--- src/sv/miu_pkg.sv ---
// ----------------------------------------------------------------------------
// miu_pkg
// Shared widths and controller/datapath interface types of the modular
// inverse unit.
// ----------------------------------------------------------------------------
package miu_pkg;

    // signed datapath width; operands use its low WIDTH-1 bits
    localparam int WIDTH   = 32;
    // width of the value, modulus and inverse fields
    localparam int FIELD_W = 31;
    // operand width actually used by the datapath
    localparam int OP_W    = (WIDTH - 1 >= FIELD_W) ? FIELD_W : WIDTH - 1;
    // signed coefficient width
    localparam int CW      = OP_W + 1;
    // divider step counter width (counts 0 .. OP_W-1)
    localparam int CNT_W   = $clog2(OP_W);

    // controller to datapath
    typedef struct packed {
        logic load;       // latch a new input beat
        logic div_step;   // one restoring division step
        logic advance;    // shift remainder sequence, restart divider
        logic coef_init;  // with advance: coefficients to 0 / 1
        logic mul;        // register quotient times current coefficient
        logic mark_fail;  // no inverse, trivial case
        logic out_load;   // write the result register
    } miu_cmd_t;

    // datapath to controller
    typedef struct packed {
        logic mod_small;  // modulus below two
        logic rem_zero;   // divider remainder is zero
        logic out_free;   // result register can take a new beat
    } miu_status_t;

endpackage

--- src/sv/miu_datapath.sv ---
// ----------------------------------------------------------------------------
// miu_datapath
// Remainder sequence, restoring divider, coefficient update and result
// register of the modular inverse unit.
// ----------------------------------------------------------------------------
module miu_datapath
    import miu_pkg::*;
(
    input  logic               aclk,
    input  logic               aresetn,
    input  miu_cmd_t           cmd,
    output miu_status_t        status,
    input  logic [FIELD_W-1:0] value,
    input  logic [FIELD_W-1:0] modulus,
    output logic               m_tvalid,
    input  logic               m_tready,
    output logic [FIELD_W-1:0] inverse,
    output logic               no_inverse
);

    logic [OP_W-1:0]        m_reg;
    logic [OP_W-1:0]        num_reg;
    logic [OP_W-1:0]        den_reg;
    logic [OP_W-1:0]        q_reg;
    logic [OP_W-1:0]        r_reg;
    logic                   fail_reg;
    logic signed [CW-1:0]   coef_prev_reg;
    logic signed [CW-1:0]   coef_cur_reg;
    logic signed [CW-1:0]   prod_reg;
    logic                   out_valid_reg;
    logic [FIELD_W-1:0]     inv_reg;
    logic                   flag_reg;

    logic [OP_W:0]          trial;
    logic [OP_W:0]          diff;
    logic signed [2*CW-1:0] mul_full;
    logic signed [CW-1:0]   adj;
    logic [OP_W-1:0]        inv_op;
    logic                   ok;

    // restoring division: bring down next dividend bit, try subtract
    assign trial    = {r_reg, q_reg[OP_W-1]};
    assign diff     = trial - {1'b0, den_reg};
    assign mul_full = $signed({1'b0, q_reg}) * coef_cur_reg;

    // final fix-up of a negative coefficient
    assign adj    = coef_prev_reg + $signed({1'b0, m_reg});
    assign inv_op = coef_prev_reg[CW-1] ? adj[OP_W-1:0] : coef_prev_reg[OP_W-1:0];
    assign ok     = !fail_reg && (num_reg == OP_W'(1));

    always_ff @(posedge aclk) begin
        if (cmd.load) begin
            m_reg    <= modulus[OP_W-1:0];
            den_reg  <= modulus[OP_W-1:0];
            q_reg    <= value[OP_W-1:0];
            r_reg    <= '0;
            fail_reg <= 1'b0;
        end
        if (cmd.div_step) begin
            if (!diff[OP_W]) begin
                r_reg <= diff[OP_W-1:0];
                q_reg <= {q_reg[OP_W-2:0], 1'b1};
            end else begin
                r_reg <= trial[OP_W-1:0];
                q_reg <= {q_reg[OP_W-2:0], 1'b0};
            end
        end
        if (cmd.mul) begin
            prod_reg <= mul_full[CW-1:0];
        end
        if (cmd.advance) begin
            num_reg <= den_reg;
            den_reg <= r_reg;
            q_reg   <= den_reg;
            r_reg   <= '0;
            if (cmd.coef_init) begin
                coef_prev_reg <= '0;
                coef_cur_reg  <= CW'(1);
            end else begin
                coef_prev_reg <= coef_cur_reg;
                coef_cur_reg  <= coef_prev_reg - prod_reg;
            end
        end
        if (cmd.mark_fail) begin
            fail_reg <= 1'b1;
        end
        if (cmd.out_load) begin
            inv_reg  <= ok ? FIELD_W'(inv_op) : '0;
            flag_reg <= !ok;
        end
    end

    always_ff @(posedge aclk) begin
        if (!aresetn) begin
            out_valid_reg <= 1'b0;
        end else if (cmd.out_load) begin
            out_valid_reg <= 1'b1;
        end else if (m_tready) begin
            out_valid_reg <= 1'b0;
        end
    end

    assign status.mod_small = (m_reg < OP_W'(2));
    assign status.rem_zero  = (r_reg == '0);
    assign status.out_free  = !out_valid_reg || m_tready;

    assign m_tvalid   = out_valid_reg;
    assign inverse    = inv_reg;
    assign no_inverse = flag_reg;

endmodule

--- src/sv/miu_ctrl.sv ---
// ----------------------------------------------------------------------------
// miu_ctrl
// Sequencer of the modular inverse unit: reduction division, Euclid steps
// (divide, multiply, update) and result hand-off.
// ----------------------------------------------------------------------------
module miu_ctrl
    import miu_pkg::*;
(
    input  logic        aclk,
    input  logic        aresetn,
    input  logic        s_tvalid,
    output logic        s_tready,
    input  miu_status_t status,
    output miu_cmd_t    cmd
);

    typedef enum logic [2:0] {
        ST_IDLE,
        ST_RED,
        ST_CHK,
        ST_DIV,
        ST_MUL,
        ST_UPD,
        ST_FIN
    } state_t;

    state_t           state_reg, state_next;
    logic [CNT_W-1:0] cnt_reg, cnt_next;
    logic             cnt_last;

    assign cnt_last = (cnt_reg == CNT_W'(OP_W - 1));

    always_comb begin
        state_next = state_reg;
        cnt_next   = cnt_reg;
        cmd        = '0;
        s_tready   = 1'b0;
        unique case (state_reg)
            ST_IDLE: begin
                s_tready = 1'b1;
                if (s_tvalid) begin
                    cmd.load   = 1'b1;
                    cnt_next   = '0;
                    state_next = ST_RED;
                end
            end
            ST_RED: begin
                cmd.div_step = 1'b1;
                cnt_next     = cnt_reg + CNT_W'(1);
                if (cnt_last) begin
                    state_next = ST_CHK;
                end
            end
            ST_CHK: begin
                if (status.mod_small || status.rem_zero) begin
                    cmd.mark_fail = 1'b1;
                    state_next    = ST_FIN;
                end else begin
                    cmd.advance   = 1'b1;
                    cmd.coef_init = 1'b1;
                    cnt_next      = '0;
                    state_next    = ST_DIV;
                end
            end
            ST_DIV: begin
                cmd.div_step = 1'b1;
                cnt_next     = cnt_reg + CNT_W'(1);
                if (cnt_last) begin
                    state_next = ST_MUL;
                end
            end
            ST_MUL: begin
                cmd.mul    = 1'b1;
                state_next = ST_UPD;
            end
            ST_UPD: begin
                cmd.advance = 1'b1;
                cnt_next    = '0;
                state_next  = status.rem_zero ? ST_FIN : ST_DIV;
            end
            ST_FIN: begin
                if (status.out_free) begin
                    cmd.out_load = 1'b1;
                    state_next   = ST_IDLE;
                end
            end
            default: begin
                state_next = ST_IDLE;
            end
        endcase
    end

    always_ff @(posedge aclk) begin
        if (!aresetn) begin
            state_reg <= ST_IDLE;
            cnt_reg   <= '0;
        end else begin
            state_reg <= state_next;
            cnt_reg   <= cnt_next;
        end
    end

endmodule

--- src/sv/modular_inverse_unit.sv ---
// ----------------------------------------------------------------------------
// modular_inverse_unit
// Modular inverse by the extended Euclidean algorithm, one beat at a time.
// ----------------------------------------------------------------------------
// Usage:
//   Input beat on s_*: value and modulus. Output beat on m_*: the inverse
//   in m_tdata and the no_inverse flag in m_tuser. One output beat per
//   input beat, in order.
//   The value is first reduced modulo the modulus, then each Euclid step
//   runs a bit-serial restoring division, a multiply step and an update
//   step, until the remainder is zero. A zero value, a multiple of the
//   modulus or a modulus below two ends after the reduction check.
//   The shared divider sets the rate: one beat in flight at a time.
//   no_inverse is raised, with the inverse at zero, when the gcd is not
//   one or when the modulus is below two.
//   s_tready is high only while the sequencer is idle; a finished result
//   sits in the output register, so the next beat is taken while the
//   receiver stalls. A second result waits in the final state until the
//   output register is free.
//   Reset (aresetn low, synchronous) returns the sequencer to idle and
//   drops m_tvalid; no other state survives between beats.
// ----------------------------------------------------------------------------
module modular_inverse_unit
    import miu_pkg::*;
(
    input  logic        aclk,
    input  logic        aresetn,
    input  logic        s_tvalid,
    output logic        s_tready,
    input  logic [63:0] s_tdata,   // [30:0] value, [61:31] modulus, rest zero
    output logic        m_tvalid,
    input  logic        m_tready,
    output logic [31:0] m_tdata,   // [30:0] inverse, [31] zero
    output logic [0:0]  m_tuser    // [0] no_inverse
);

    miu_cmd_t           cmd;
    miu_status_t        status;
    logic [FIELD_W-1:0] value;
    logic [FIELD_W-1:0] modulus;
    logic [FIELD_W-1:0] inverse;
    logic               no_inverse;

    // unpack the input beat
    assign value   = s_tdata[FIELD_W-1:0];
    assign modulus = s_tdata[2*FIELD_W-1:FIELD_W];

    miu_ctrl u_ctrl (
        .aclk     (aclk),
        .aresetn  (aresetn),
        .s_tvalid (s_tvalid),
        .s_tready (s_tready),
        .status   (status),
        .cmd      (cmd)
    );

    miu_datapath u_datapath (
        .aclk       (aclk),
        .aresetn    (aresetn),
        .cmd        (cmd),
        .status     (status),
        .value      (value),
        .modulus    (modulus),
        .m_tvalid   (m_tvalid),
        .m_tready   (m_tready),
        .inverse    (inverse),
        .no_inverse (no_inverse)
    );

    // pack the output beat
    assign m_tdata    = {1'b0, inverse};
    assign m_tuser[0] = no_inverse;

    // result register is never overwritten while a beat is still pending
    assert property (@(posedge aclk) disable iff (!aresetn)
        cmd.out_load |-> status.out_free)
        else $error("result written while output beat pending");

    // one beat in flight: busy right after an accept
    assert property (@(posedge aclk) disable iff (!aresetn)
        (s_tvalid && s_tready) |=> !s_tready)
        else $error("input accepted while busy");

    // a flagged result carries a zero inverse
    assert property (@(posedge aclk) disable iff (!aresetn)
        (m_tvalid && m_tuser[0]) |-> (m_tdata == '0))
        else $error("no_inverse set with nonzero inverse");

endmodule
--- config.mk ---
export PLATFORM = sky130hd
export DESIGN_NAME = modular_inverse_unit
export DESIGN_NICKNAME = d
export VERILOG_FILES = /design/src/sv/miu_pkg.sv /design/src/sv/miu_datapath.sv /design/src/sv/miu_ctrl.sv /design/src/sv/modular_inverse_unit.sv
export SDC_FILE = /design/constraint.sdc
export NUM_CORES = 2
export LEC_CHECK = 0
export ABC_AREA = 1
export BUFFER_PORTS_ARGS = -buffer_cell sky130_fd_sc_hd__buf_2
export CORE_MARGIN = 2
export CORE_UTILIZATION = 50
export CTS_CLUSTER_DIAMETER = 80
export DETAILED_ROUTE_END_ITERATION = 10
export PLACE_DENSITY = 0.63
export SYNTH_ARGS = -nofsm -noshare
export SYNTH_HDL_FRONTEND = slang
export SYNTH_SLANG_ARGS = --single-unit
--- constraint.sdc ---
create_clock -name aclk -period 7.2 [get_ports aclk]
set_input_delay 0.36 -clock aclk [delete_from_list [all_inputs] [get_ports aclk]]
set_output_delay 0.36 -clock aclk [all_outputs]
set_load 0.03 [all_outputs]
Yosys cells after proc, flatten, opt, wreduce, memory -nomap -nowiden
Index checks and enable logic that the tools add are counted.

word-level totals
  logic and storage cells = 83
  output and inout bits = 35
  input port bits = 68
  register bits after elaboration = 293

operators by class
  muxes and demuxes = 34
  reduce and logical (&&, ||, !) cells = 16
  $lt $le $gt $ge = 1
  equal/unequal tests = 13
  $mul = 1
  $add $sub $neg = 4

operator list
  operator                                               number
  2-to-1 mux 31 bit                                      9
  multiplier 32 x 32 -> 32 bit                           1
  subtractor 32 x 31 -> 32 bit                           1
  subtractor 32 bit                                      1
  adder 31 bit                                           1
  == test 31 x 1 -> 1 bit, second input constant         1
  logical NOT 31 bit                                     1
  < comparator 31 x 2 -> 1 bit, second input constant    1
  case mux 3 bit (7 select lines)                        1
  case mux 5 bit (4 select lines)                        1
  2-to-1 mux 3 bit                                       6
  2-to-1 mux 1 bit                                       13
  2-to-1 mux 5 bit                                       2
  == test 3 bit, second input constant                   3
  == test 3 x 2 -> 1 bit, second input constant          2
  inequality test 2 bit, second input constant           3
  nonzero test 2 bit                                     3
  adder 5 x 1 -> 5 bit, second input constant            1
  == test 5 bit, second input constant                   1
  inequality test 2 x 1 -> 1 bit, second input constant  2
  AND reduction 4 bit                                    1
  nonzero test 4 bit                                     1
  == test 3 x 1 -> 1 bit, second input constant          1
  logical NOT 1 bit                                      3
  other kinds (8)                                        9

Depth between registers and ports, before layout
  depth in word-level cells = 5
  mapped depth = 33
  depth with buffers taken out = 31

Hierarchy
Synthesis repeated with hierarchy kept, for this count alone.

unflattened totals
  cells, all modules = 4489
  area total of the unflattened synthesis = 34858.4 µm²

modules (own cells, without submodules)
  module                cells each  area an instance (µm²)  sequential area each (µm²)  times used
  miu_datapath          4395        34267.9                 8227.9                      1
  miu_ctrl              92          579.3                   160.2                       1
  modular_inverse_unit  2           11.3                    0.0                         1

Worst setup path before layout
OpenSTA, ideal clock, no wires.

  path type = flip-flop to flip-flop
  start = register u_datapath.coef_cur_reg[4]
  end = register u_datapath.prod_reg[31], data pin
  path slack = 0.659 ns
  path buffers = 2
  arrival time = 6.289 ns
  required time = 6.948 ns
  library setup time = 0.252 ns
  clock period less this slack = 6.541 ns
  cell stages (with the launch flop) = 25
  path through = edfxtp_1 > clkbuf_1 > buf_1 > nand2_1 > inv_1 > fa_1 > fa_1 > inv_1 > fa_1 > fa_1 > inv_1 > fa_1 > fa_1 > fa_1 > fa_1 > ha_1 > nand2_1 > nor4_1 > nand3b_1 > nand3_1 > a21boi_1 > o21ai_0 > inv_1 > nand3_1 > nand2_1

on the way
  longest elaborated chain between the ends = 1

RTL lines
  element                            RTL line            text
  start: declaration                 miu_datapath.sv:28  logic signed [CW-1:0] coef_cur_reg;
  start signal: assignment           miu_datapath.sv:81  coef_cur_reg <= coef_prev_reg - prod_reg;
  multiplier 32 x 32 -> 32 bit       miu_datapath.sv:44  assign mul_full = $signed({1'b0, q_reg}) * coef_cur_reg;
  named net u_datapath.mul_full[31]  miu_datapath.sv:36  logic signed [2*CW-1:0] mul_full;
  end signal: assignment             miu_datapath.sv:69  prod_reg <= mul_full[CW-1:0];
  end: declaration                   miu_datapath.sv:29  logic signed [CW-1:0] prod_reg;

The timed path passes the listed nets, and every way through them passes these cells.
A chain may end at the register's enable or synchronous reset.

Final worst setup path
  start = register u_datapath.coef_cur_reg[3]
  end = register u_datapath.prod_reg[30], data pin

Same word-level chain as after synthesis.

==> qor.tcl <==
set qor(status) {finished clean}
set qor(drt_wl_total_um) 96800
set qor(yosys_most_used_dff) {edfxtp_1}
set qor(drtIter0Drc) 2018
set qor(worstReg2RegStart) {u_datapath.coef_cur_reg[3]}
set qor(synth-compound-area-share) 0.0744
set qor(synthesis.instances) 4397
set qor(firstDrtPassIters) 5
set qor(fillCellCount) 6538
set qor(clock_sinks) 293
set qor(crit_slowest_cell) {fa_1}
set qor(critical-path-top-cell-by-count) {fa_1}
set qor(die-width_um) 267
set qor(total_global_routing_overflow) 0
set qor(delay_of_the_slowest_cell_on_the_worst_path_ns) 0.56
set qor(largest_net_degree_at_the_start_of_global_routing) 80
set qor(timing.hold.worst.class) {in -> reg}
set qor(setup_total_negative_slack_ns) 0
set qor(max-cap-violations) 0
set qor(chipHeight_um) 267
set qor(clockRootBuffer) {clkbuf_16}
set qor(synth_edf_count) 252
set qor(worst_r2r_path_depth) 22
set qor(fraction_of_synthesized_area_in_multiplexers) 0
set qor(post-route-min-period_ns) 6.91
set qor(post_synth.cell_area_avg_um2) 7.86
set qor(port-buffer-count) 99
set qor(yosys.area_share.xor_xnor) 0.0233
set qor(cts_max_path_buffers) 3
set qor(synth_top_family_by_area) {adder cells}
set qor(boundaryPins) 103
set qor(grt_antenna_before_repair) 2
set qor(timing.reg2reg.setup_slack_ns) 0.29
set qor(first_global_vias) 27800
set qor(crit_path_end) {u_datapath.prod_reg[30]}
set qor(floorplan.die_area_mm2) 0.0712
set qor(asyncSetResetFlopFracSynth) 0
set qor(path_class) {reg -> reg}
set qor(final_report_setup_violation_count) 0
set qor(area_growth_syn_to_fin_pct) 9.84
set qor(detailroute.via_count) 27700
set qor(core_region_area_mm2) 0.0685
set qor(post_synth_instance_area_mm2) 0.0345
set qor(path_clk_slew_ns) 0.07
set qor(num_antenna_cells) 0
set qor(grt_setup_unrepaired) {false}
set qor(remaining_drc_errors) 0
set qor(timing.final.crit_share) 0.960
set qor(maxSlewHeadroom) 0.224
set qor(netlist-cell-type-count) 55
set qor(post_synth_fa_ha_maj_area_fraction) 0.327
set qor(finish.net_count) 5221
set qor(path_max_fanout) 31
set qor(final.setup_skew_ns) 0.0105
set qor(synth_fp_nets) 5120
set qor(crit_path_start) {u_datapath.coef_cur_reg[3]}
set qor(synth-warning-count) 0
set qor(globalplace.congestion) 0.952
set qor(rows) 96
set qor(routed_wire_length_per_instance_um) 17.9
set qor(max_slew.worst_pin.slew_ns) 1.16
set qor(timing_max_transition_violations_final) 0
set qor(global_route.usage.total) 0.279
set qor(ys_ff_latch) 293
set qor(critical_path.cell_chain) {buf_12, nand2_1, inv_1, fa_1, fa_1, inv_1, fa_1, fa_1, inv_1, fa_1, fa_1, fa_1, fa_1, ha_1, buf_4, nand2_1, nor4_1, nand2_1, o211ai_1, nand2_1, o311ai_0, xor2_1}
set qor(final_common_cell) {inv_1}
set qor(timing.critical_path.from_type) {flip-flop}
set qor(rr_endpoint) {u_datapath.prod_reg[30]}
set qor(timing.fmax_mhz) 145
set qor(fraction_of_final_layout_cells_sized_beyond_drive_strength_1) 0.0635
set qor(clk-insertion-delay-late_ns) 0.60
set qor(synthSimpleGateAreaFrac) 0.187
set qor(worstSetupEndpointType) {flip-flop}
set qor(critPathArrivalTime_ns) 7.24
set qor(detail-route-antenna-nets) 0
set qor(grt_pass1_wl_um) 154000
set qor(dpl.hpwl_um) 78900
set qor(timing.critical_path.required_ns) 7.52
set qor(timing.final.hold_violations) 0
set qor(final_cell_mix) {1152 x inv_1, 1126 x nand2_1, 411 x fa_1}
set qor(cts_tree) {built}
set qor(avgViaCountPerCell) 5.12
set qor(initial_standard_cell_utilization_of_the_core) 0.505
set qor(h-tree-depth) 1
set qor(cts_buffers) 31
set qor(synth_sequential_area_ratio) 0.243
-- final cells by class --
cell class,instances,area [um^2],area share
Multi-Input combinational cell,2791,21200,0.558
Sequential cell,293,8390,0.221
Inverter,1156,4340,0.114
Timing Repair Buffer,225,1790,0.0472
Tap cell,882,1100,0.0291
Clock buffer,35,801,0.0211
Clock inverter,23,365,0.00963
-- kinds of logic (layout without fill, tap and decap cells) --
kind of cell / Yosys count / after routing
simple gates: 1596 / 1596
fa+ha+maj: 655 / 655
other cells: 1 / 1
xor+xnor: 92 / 92
flops: 293 / 293
buf+inv: 1313 / 1439
compound gates: 447 / 447
-- per-stage QoR --
step / utilization / setup WS, ns / instance area, um^2 / hold WS, ns / instances
finish: 0.554 / 0.287 / 37900 / 0.0436 / 5405
floorplan: - / 0.659 / 34500 / 0.427 / 4397
global placement: 0.531 / 0.198 / 36300 / 0.456 / 5311
detailed placement: 0.531 / 0.130 / 36300 / 0.460 / 5311
global route: 0.554 / 0.0131 / 37900 / 0.00290 / 5405
CTS: 0.552 / 0.0896 / 37800 / 0.00398 / 5397
-- how the worst min path moves through the flow --
stage	start	endpoint	cells after the start
6_report	s_tdata[55]	u_datapath.m_reg[24]	1
5_1_grt	s_tdata[55]	u_datapath.m_reg[24]	1
4_1_cts	s_tdata[31]	u_datapath.m_reg[0]	1
3_5_place_dp	u_datapath.fail_reg	u_datapath.fail_reg	2
3_3_place_gp	u_datapath.fail_reg	u_datapath.fail_reg	2
2_1_floorplan	u_datapath.fail_reg	u_datapath.fail_reg	2
-- per-layer routing --
layer | track usage | up-vias | part of all wire
li1 | - | 13500 | -
met3 | 0.0232 | 136 | 0.045
met1 | 0.392 | 13300 | 0.45
met5 | 0 | - | 0
met4 | 0.0727 | 0 | 0.028
met2 | 0.465 | 696 | 0.47
-- timing repair --
action,4_1_cts,5_1_grt
endpoints found under the setup margin,0,3
buffers inserted,0,7
endpoints found under the hold margin,28,1
hold buffers,28,1
resized for setup,0,4
-- worst max-delay path: cells and delay by family (launching register included) --
family / cells / cell delay [ns]
adder cells (fa/ha/maj): 9 / 4.28
AND/OR/NAND/NOR: 5 / 0.83
buffers and inverters: 5 / 0.50
flip-flops: 1 / 0.42
AO/OA/AOI/OAI: 2 / 0.42
XOR/XNOR: 1 / 0.14
-- synth_stat cells (all sizes together), types with 2 or more instances --
library cell / n / area, um^2
a211oi: 3 / 22.5
a21boi: 14 / 105
a21o: 11 / 82.6
a21oi: 170 / 870
a221oi: 4 / 35.0
a31oi: 39 / 244
and3: 2 / 12.5
buf: 59 / 325
clkbuf: 98 / 369
dfxtp: 41 / 821
edfxtp: 252 / 7570
fa: 411 / 8230
ha: 244 / 3050
inv: 1156 / 4340
nand2: 1136 / 4290
nand3: 158 / 801
nand3b: 12 / 90.1
nand4: 29 / 181
nor2: 208 / 781
nor3: 21 / 110
nor4: 19 / 119
o211ai: 14 / 105
o21a: 16 / 120
o21ai: 152 / 791
o21bai: 12 / 90.1
o221ai: 5 / 43.8
o31ai: 2 / 15.0
or2: 7 / 43.8
or4: 2 / 15.0
xnor2: 41 / 359
xor2: 51 / 447
Power is left out: the tool's default activity adds up to more than one toggle a clock period on the data nets, which glitch-free logic cannot reach.
